**src/hw/rtl/baro_pkg.sv**
```systemverilog
// Shared types and constants for the barometric compensation core.
package baro_pkg;

    localparam int CAL_BIAS = 16384;

    typedef enum logic [1:0] {
        CFG_TEMP_CALIB = 2'd0,
        CFG_PRESS_A    = 2'd1,
        CFG_PRESS_B    = 2'd2,
        CFG_PRESS_C    = 2'd3
    } t_cfg_idx;

    typedef struct packed {
        logic [23:0] raw_pressure;
        logic [23:0] raw_temperature;
    } t_in_item;

    typedef struct packed {
        logic [22:0]        pressure_pa_x64;
        logic signed [15:0] temperature_c_x256;
        logic               saturated;
    } t_out_item;

    typedef struct packed {
        logic [15:0] t1;
        logic [15:0] t2;
        logic [7:0]  t3;
        logic [15:0] p1;
        logic [15:0] p2;
        logic [7:0]  p3;
        logic [7:0]  p4;
        logic [15:0] p5;
        logic [15:0] p6;
        logic [7:0]  p7;
        logic [7:0]  p8;
        logic [15:0] p9;
        logic [7:0]  p10;
        logic [7:0]  p11;
    } t_calib;

    typedef struct packed {
        logic [23:0]        up;
        logic signed [15:0] temp;
        logic signed [23:0] tq;
        logic               sat;
    } t_temp_res;

endpackage

```
**src/hw/rtl/baro_temp.sv**
```systemverilog
// Four-stage pipeline that linearizes the raw temperature.
module baro_temp
    import baro_pkg::*;
(
    input  logic      i_clk,
    input  logic      i_rst_n,
    input  logic      i_valid,
    output logic      o_ready,
    input  t_in_item  i_item,
    input  t_calib    i_cal,
    output logic      o_valid,
    input  logic      i_ready,
    output t_temp_res o_res
);

    logic [4:1] r_v;
    logic [5:1] w_adv;

    logic signed [24:0] r1_pt;
    logic [23:0]        r1_up;
    logic signed [41:0] r2_ma;
    logic signed [49:0] r2_mb;
    logic [23:0]        r2_up;
    logic signed [60:0] r3_tl;
    logic [23:0]        r3_up;
    t_temp_res          r4_res;

    logic signed [24:0] w_pt;
    logic signed [41:0] w_ma;
    logic signed [49:0] w_mb;
    logic signed [60:0] w_tl;
    logic signed [60:0] w_tr40;
    logic signed [60:0] w_tr32;
    logic signed [20:0] w_tf;
    logic signed [28:0] w_qf;
    t_temp_res          n_res;

    always_comb begin
        w_adv[5] = i_ready;
        for (int k = 4; k >= 1; k--) begin
            w_adv[k] = !r_v[k] || w_adv[k+1];
        end
    end

    assign o_ready = w_adv[1];
    assign o_valid = r_v[4];
    assign o_res   = r4_res;

    always_ff @(posedge i_clk) begin
        if (!i_rst_n) begin
            r_v <= '0;
        end else begin
            if (w_adv[1]) r_v[1] <= i_valid;
            for (int k = 2; k <= 4; k++) begin
                if (w_adv[k]) r_v[k] <= r_v[k-1];
            end
        end
    end

    assign w_pt   = $signed({1'b0, i_item.raw_temperature}) - $signed({1'b0, i_cal.t1, 8'h00});
    assign w_ma   = r1_pt * $signed({1'b0, i_cal.t2});
    assign w_mb   = r1_pt * r1_pt;
    assign w_tl   = (61'(r2_ma) <<< 18) + r2_mb * $signed(i_cal.t3);
    assign w_tr40 = r3_tl + (61'sd1 <<< 39);
    assign w_tr32 = r3_tl + (61'sd1 <<< 31);
    assign w_tf   = $signed(w_tr40[60:40]);
    assign w_qf   = $signed(w_tr32[60:32]);

    always_comb begin
        n_res.up = r3_up;
        n_res.sat = 1'b0;
        if (w_tf > 21'sd32767) begin
            n_res.temp = 16'sh7FFF;
            n_res.sat  = 1'b1;
        end else if (w_tf < -21'sd32768) begin
            n_res.temp = -16'sh8000;
            n_res.sat  = 1'b1;
        end else begin
            n_res.temp = w_tf[15:0];
        end
        if (w_qf > 29'sd8388607) begin
            n_res.tq = 24'sh7FFFFF;
        end else if (w_qf < -29'sd8388608) begin
            n_res.tq = -24'sh800000;
        end else begin
            n_res.tq = w_qf[23:0];
        end
    end

    always_ff @(posedge i_clk) begin
        if (w_adv[1]) begin
            r1_pt <= w_pt;
            r1_up <= i_item.raw_pressure;
        end
        if (w_adv[2]) begin
            r2_ma <= w_ma;
            r2_mb <= w_mb;
            r2_up <= r1_up;
        end
        if (w_adv[3]) begin
            r3_tl <= w_tl;
            r3_up <= r2_up;
        end
        if (w_adv[4]) begin
            r4_res <= n_res;
        end
    end

endmodule

```
**config.mk**
```make
export PLATFORM = sky130hd
export DESIGN_NAME = baro_temp
export DESIGN_NICKNAME = d
export VERILOG_FILES = /design/src/hw/rtl/baro_pkg.sv /design/src/hw/rtl/baro_temp.sv
export SDC_FILE = /design/constraint.sdc
export NUM_CORES = 2
export LEC_CHECK = 0
export ABC_CLOCK_PERIOD_IN_PS = 9050
export BUFFER_PORTS_ARGS = -buffer_cell sky130_fd_sc_hd__buf_2
export CORE_MARGIN = 5
export CORE_UTILIZATION = 30
export DETAILED_ROUTE_END_ITERATION = 16
export GPL_TIMING_DRIVEN = 0
export PLACE_DENSITY = 0.42
export SLEW_MARGIN = 15
export SYNTH_ARGS = -nofsm -noshare
export SYNTH_HDL_FRONTEND = slang
export SYNTH_SLANG_ARGS = --single-unit
```
**constraint.sdc**
```tcl
create_clock -name i_clk -period 9.05 [get_ports i_clk]
set_input_delay 0.4525 -clock i_clk [delete_from_list [all_inputs] [get_ports i_clk]]
set_output_delay 0.4525 -clock i_clk [all_outputs]
set_load 0.005 [all_outputs]
```
# Yosys cells after proc, flatten, opt, wreduce, memory -nomap -nowiden
# Index checks and enable logic that the tools add are counted.
# W data, S select, Z words.
# word_totals
reg_bits	319
latchBits	0
ramBits	0
romBits	0
in_bits	220
out_inout_bits	67
elab_cells	37
n_memories	0
# op_classes
add_sub_neg	4
multipliers	3
n_div	0
magnitude_cmp	4
eq_ne	0
shift	0
mux	3
bitwise	0
reduce_logical	8
# ops
operator	n
$add A60 B58 Y61	1
$add A61 B33 Y61 const B	1
$add A61 B41 Y61 const B	1
$mul A50 B8 Y58	1
$mul A25 B25 Y50	1
$mul A25 B17 Y42	1
$gt A29 B24 Y1 const B	1
$lt A29 B24 Y1 const B	1
$sub A24 B24 Y25	1
$mux W24	1
$gt A21 B16 Y1 const B	1
$lt A21 B16 Y1 const B	1
$mux W16	1
$logic_not A1 Y1	4
$logic_or A1 B1 Y1	4
$mux W1	1

# Logic depth before layout (Yosys ltp)
# logic_depth
word_depth	5
ltp_mapped	29
ltp_nobuf	28

# Least setup slack after synthesis
# No wires, ideal clock.
# synth_timing
path_type	register to register
startpoint	register r1_pt[3]
endpoint	register r2_mb[48], data pin
setup_time_ns	0.258
arrival_ns	7.275
required_ns	8.792
setup_slack_ns	1.517
path_stages_with_launch	30
path_cell_list	edfxtp_1 clkbuf_1 clkbuf_1 nand2_1 fa_1 inv_1 fa_1 inv_1 fa_1 inv_1 fa_1 inv_1 fa_1 inv_1 fa_1 inv_1 fa_1 inv_1 ha_1 a21o_1 a211o_1 a22oi_1 o31ai_1 a2bb2oi_1 a221o_1 o211ai_2 o21ai_2 a41o_1 a21oi_2 xnor2_1
# synth_via
elab_chain_cells	1
# synth_lines
item	line_no	text
start, declared	baro_temp.sv:19	logic signed [24:0] r1_pt;
start signal, assigned	baro_temp.sv:92	r1_pt <= w_pt;
$mul A25 B25 Y50	baro_temp.sv:62	assign w_mb = r1_pt * r1_pt;
via w_mb[48]	baro_temp.sv:30	logic signed [49:0] w_mb;
end signal, assigned	baro_temp.sv:97	r2_mb <= w_mb;
end, declared	baro_temp.sv:22	logic signed [49:0] r2_mb;
# The timed path passes the listed nets, and every way through them passes these cells.
# A chain may end at the register's enable or synchronous reset.

# Worst setup path in the final report
# layout_timing
startpoint	register r1_pt[10]
endpoint	register r2_mb[48], data pin
# The elaborated chain is that of the path after synthesis.

==> impl_metrics.sql <==
INSERT INTO impl_metrics (metric_group, metric, value, unit) VALUES
('status', 'run_status', 'finished, final reports clean', ''),
('drt', 'drt_pass1_iterations', '5', ''),
('logic_synthesis', 'post_synth_fa_ha_maj_area_fraction', '0.541', ''),
('drt', 'detailroute.via_count', '38800', ''),
('timing', 'max_freq', '115', 'MHz'),
('drt', 'route.detailed.drc', '0', ''),
('cts', 'clock-sinks', '287', ''),
('cells_and_area', 'fin_nets', '7997', ''),
('logic_synthesis', 'ys_warn_count', '0', ''),
('setup_path', 'worstReg2RegStart', 'r1_pt[10]', ''),
('global_routing', 'global_route.usage.total', '0.182', ''),
('place', 'placement.io_buffers', '151', ''),
('cts', 'tritoncts.num_buffers', '37', ''),
('place', 'placer_s_final_routability_congestion_estimate', '0.880', ''),
('timing', 'setup_viol_count_final', '0', ''),
('cells_and_area', 'area.growth.synth_to_final', '10.0', '%'),
('setup_path', 'critPathRequiredTime', '9.43', 'ns'),
('logic_synthesis', 'syn-cell-area', '58400', 'µm²'),
('global_routing', 'grt_first_pass_wirelength', '277', 'mm'),
('setup_path', 'timing.setup.critical_path_class', 'flip-flop to flip-flop', ''),
('logic_synthesis', 'compound_cell_area_share_of_the_yosys_netlist', '0.0490', ''),
('timing', 'report.final.hold_viol_count', '0', ''),
('drt', 'routed_wire_length_per_instance', '21.1', 'µm'),
('floorplan', 'row_count', '162', ''),
('logic_synthesis', 'total_nets_after_synthesis', '7759', ''),
('cells_and_area', 'mostFrequentLayoutCells', 'sky130_fd_sc_hd__inv_1, sky130_fd_sc_hd__fa_1, sky130_fd_sc_hd__nand2_1, sky130_fd_sc_hd__and2_1, sky130_fd_sc_hd__ha_1', ''),
('global_routing', 'grt_antenna_before_repair', '21', ''),
('timing', 'period_needed', '8.72', 'ns'),
('logic_synthesis', 'synth_flop_cell', 'sky130_fd_sc_hd__edfxtp_1', ''),
('cells_and_area', 'layout-drive-gt1-share', '0.0525', ''),
('floorplan', 'fp.dieH', '451', 'µm'),
('setup_path', 'worst-endpoint-arrival', '9.09', 'ns'),
('logic_synthesis', 'netlist_instances', '5825', ''),
('flow_run', 'maxCapViolCount', '0', ''),
('timing', 'worst_clock_skew', '0.0475', 'ns'),
('cells_and_area', 'fin_cells', '8643', ''),
('timing', 'post-route-period-util', '0.963', ''),
('global_routing', 'pin_count_of_the_biggest_net_entering_global_routing', '84', ''),
('timing', 'rsz0062_at_grt', 'false', ''),
('min_path', 'min-delay-path-class', 'input port to flip-flop', ''),
('floorplan', 'die-area', '204000', 'µm²'),
('timing', 'final.setup.worst_slack', '0.334', 'ns'),
('logic_synthesis', 'yosys.area_share.simple', '0.120', ''),
('setup_path', 'timing.critical_path.from', 'r1_pt[10]', ''),
('cts', 'cell_chosen_for_the_clock_root', 'sky130_fd_sc_hd__clkbuf_16', ''),
('min_path', 'min-delay-start', 'i_cal[152]', ''),
('logic_synthesis', 'post_synth_mux_area_share', '0.000707', ''),
('floorplan', 'die_x', '451', 'µm'),
('logic_synthesis', 'ys_seq_elements', '287', ''),
('global_routing', 'grt_remaining_overflow', '0', ''),
('global_routing', 'vias_in_the_first_global_route', '42800', ''),
('logic_synthesis', 'synth-edff-count', '283', ''),
('floorplan', 'num_io_pins', '287', ''),
('floorplan', 'core_footprint', '194000', 'µm²'),
('cts', 'insertion_delay', '0.63', 'ns'),
('logic_synthesis', 'synthXorXnorAreaFrac', '0.0291', ''),
('logic_synthesis', 'sequential_cell_area_fraction_in_the_yosys_report', '0.147', ''),
('timing', 'drv_slew', '0', ''),
('drt', 'drt_iter0_drc', '2104', ''),
('drt', 'finalWirelength', '182', 'mm'),
('logic_synthesis', 'avgSynthCellArea', '10.0', 'µm²'),
('cts', 'clk_pin_slew_worst_paths', '0.05', 'ns'),
('cts', 'clockBufferDepth', '3', ''),
('place', 'place_hpwl', '155', 'mm'),
('place', 'placedCellCount', '8521', ''),
('logic_synthesis', 'synth_top_family_by_area', 'adder cells', ''),
('timing', 'slew-limit-headroom', '0.153', ''),
('timing', 'tns', '0', 'ns'),
('floorplan', 'initial_util', '0.301', ''),
('cts', 'h-tree-depth', '2', ''),
('cts', 'cts_tree', 'built', ''),
('timing', 'tightest_slew', '1.27', 'ns'),
('setup_path', 'cp_max_fo', '10', ''),
('drt', 'ant_nets', '0', ''),
('place', 'pre_cts_slack', '-0.949', 'ns'),
('cells_and_area', 'layout_commonest_cell', 'sky130_fd_sc_hd__inv_1', ''),
('setup_path', 'critical_path_start_type', 'flip-flop', ''),
('logic_synthesis', 'netlist-cell-type-count', '78', ''),
('logic_synthesis', 'async_flop_share', '0', ''),
('drt', 'viasPerCell', '4.48', ''),
('setup_path', 'endpoint_kind', 'flip-flop', '');
## synthesized netlist by cell type (25+ instances only)
master	number	area [µm²]
sky130_fd_sc_hd__a21o_1	82	616
sky130_fd_sc_hd__a21oi_1	124	621
sky130_fd_sc_hd__and2_1	463	2900
sky130_fd_sc_hd__clkbuf_1	179	672
sky130_fd_sc_hd__edfxtp_1	283	8500
sky130_fd_sc_hd__fa_1	1352	27100
sky130_fd_sc_hd__ha_1	362	4530
sky130_fd_sc_hd__inv_1	1574	5910
sky130_fd_sc_hd__nand2_1	633	2380
sky130_fd_sc_hd__nand2b_1	64	400
sky130_fd_sc_hd__nand3_1	37	185
sky130_fd_sc_hd__nor2_1	100	375
sky130_fd_sc_hd__nor2b_1	33	206
sky130_fd_sc_hd__o21a_1	25	188
sky130_fd_sc_hd__o21ai_0	88	440
sky130_fd_sc_hd__xnor2_1	134	1170
sky130_fd_sc_hd__xor2_1	60	526
## flip-flops by register name (all words and copies together) (netlist names)
signal,flops
r2_up,24
r3_up,24
r2_ma,42
r1_pt,25
o_res,65
r2_mb,49
r1_up,24
r_v,4
r3_tl,30
## critical path, stage by stage (launching register included)
cell	delay, ns
sky130_fd_sc_hd__edfxtp_1	0.47
sky130_fd_sc_hd__clkbuf_1	0.60
sky130_fd_sc_hd__clkbuf_2	0.64
sky130_fd_sc_hd__nand2_1	0.23
sky130_fd_sc_hd__fa_1	0.56
sky130_fd_sc_hd__inv_1	0.05
sky130_fd_sc_hd__fa_1	0.50
sky130_fd_sc_hd__inv_1	0.05
sky130_fd_sc_hd__fa_1	0.46
sky130_fd_sc_hd__fa_1	0.52
sky130_fd_sc_hd__inv_1	0.06
sky130_fd_sc_hd__fa_1	0.48
sky130_fd_sc_hd__fa_1	0.49
sky130_fd_sc_hd__inv_1	0.05
sky130_fd_sc_hd__fa_1	0.47
sky130_fd_sc_hd__inv_1	0.04
sky130_fd_sc_hd__ha_1	0.34
sky130_fd_sc_hd__and3_1	0.20
sky130_fd_sc_hd__and3_1	0.25
sky130_fd_sc_hd__nand2_1	0.09
sky130_fd_sc_hd__o31ai_2	0.55
sky130_fd_sc_hd__a2bb2oi_2	0.28
sky130_fd_sc_hd__a221o_1	0.31
sky130_fd_sc_hd__o211ai_2	0.15
sky130_fd_sc_hd__o21ai_2	0.21
sky130_fd_sc_hd__a41o_1	0.22
sky130_fd_sc_hd__a21oi_2	0.06
sky130_fd_sc_hd__xnor2_1	0.12
## repair_timing
item                       in CTS  in global routing
hold buffers                   35                  0
buffers inserted                5                  8
cloned                          0                  0
setup endpoints to repair      30                 13
resized for setup              36                 56
hold endpoints to repair       36                  0
## per-stage QoR
stage                util  hold WS, ns  area, µm²
floorplan               -        0.400      58400
global placement    0.321        0.400      62400
detailed placement  0.321        0.405      62500
CTS                 0.330        0.124      64100
global route        0.331        0.167      64300
finish              0.331        0.215      64300
## layout make-up
class | count | area, µm²
Clock inverter | 25 | 280
Multi-Input combinational cell | 3775 | 43200
Sequential cell | 287 | 8580
Tap cell | 2542 | 3180
Fill cell | 20200 | 130000
Clock buffer | 43 | 948
Buffer | 186 | 792
Antenna cell | 9 | 22.5
Inverter | 1574 | 5920
Timing Repair Buffer | 202 | 1310
## metal layers
| metal | part of all wire | vias up | routed length [µm] | global-route usage |
|---|---|---|---|---|
| met1 | 0.47 | 20000 | 84700 | 0.257 |
| met3 | 0.047 | 223 | 8500 | 0.0204 |
| li1 | - | 17600 | - | - |
| met4 | 0.032 | 4 | 5770 | 0.0499 |
| met5 | 0.00015 | - | 27 | 0 |
| met2 | 0.46 | 847 | 82900 | 0.295 |
## kinds of logic (layout without fill, tap and decap cells)
family / Yosys count / after routing
and+or+nand+nor: 1420 / 1420
AOI/OAI and AO/OA: 441 / 441
xor gates and xnor gates: 194 / 194
muxes: 4 / 4
DFF: 287 / 287
adders and majority gates: 1714 / 1714
buffers and inverters: 1763 / 2030
other: 2 / 11
## path summary, 6_finish.rpt
kind                                  end  slack (ns)  cells after the start
worst min register to register  r3_up[14]        0.41                      0
worst min-delay path             r1_pt[8]        0.21                      3
worst max register to register  r2_mb[48]        0.33                     27
worst max-delay path            r2_mb[48]        0.33                     27
Power is left out: the tool's default activity adds up to more than one toggle a clock period on the data nets, which glitch-free logic cannot reach.
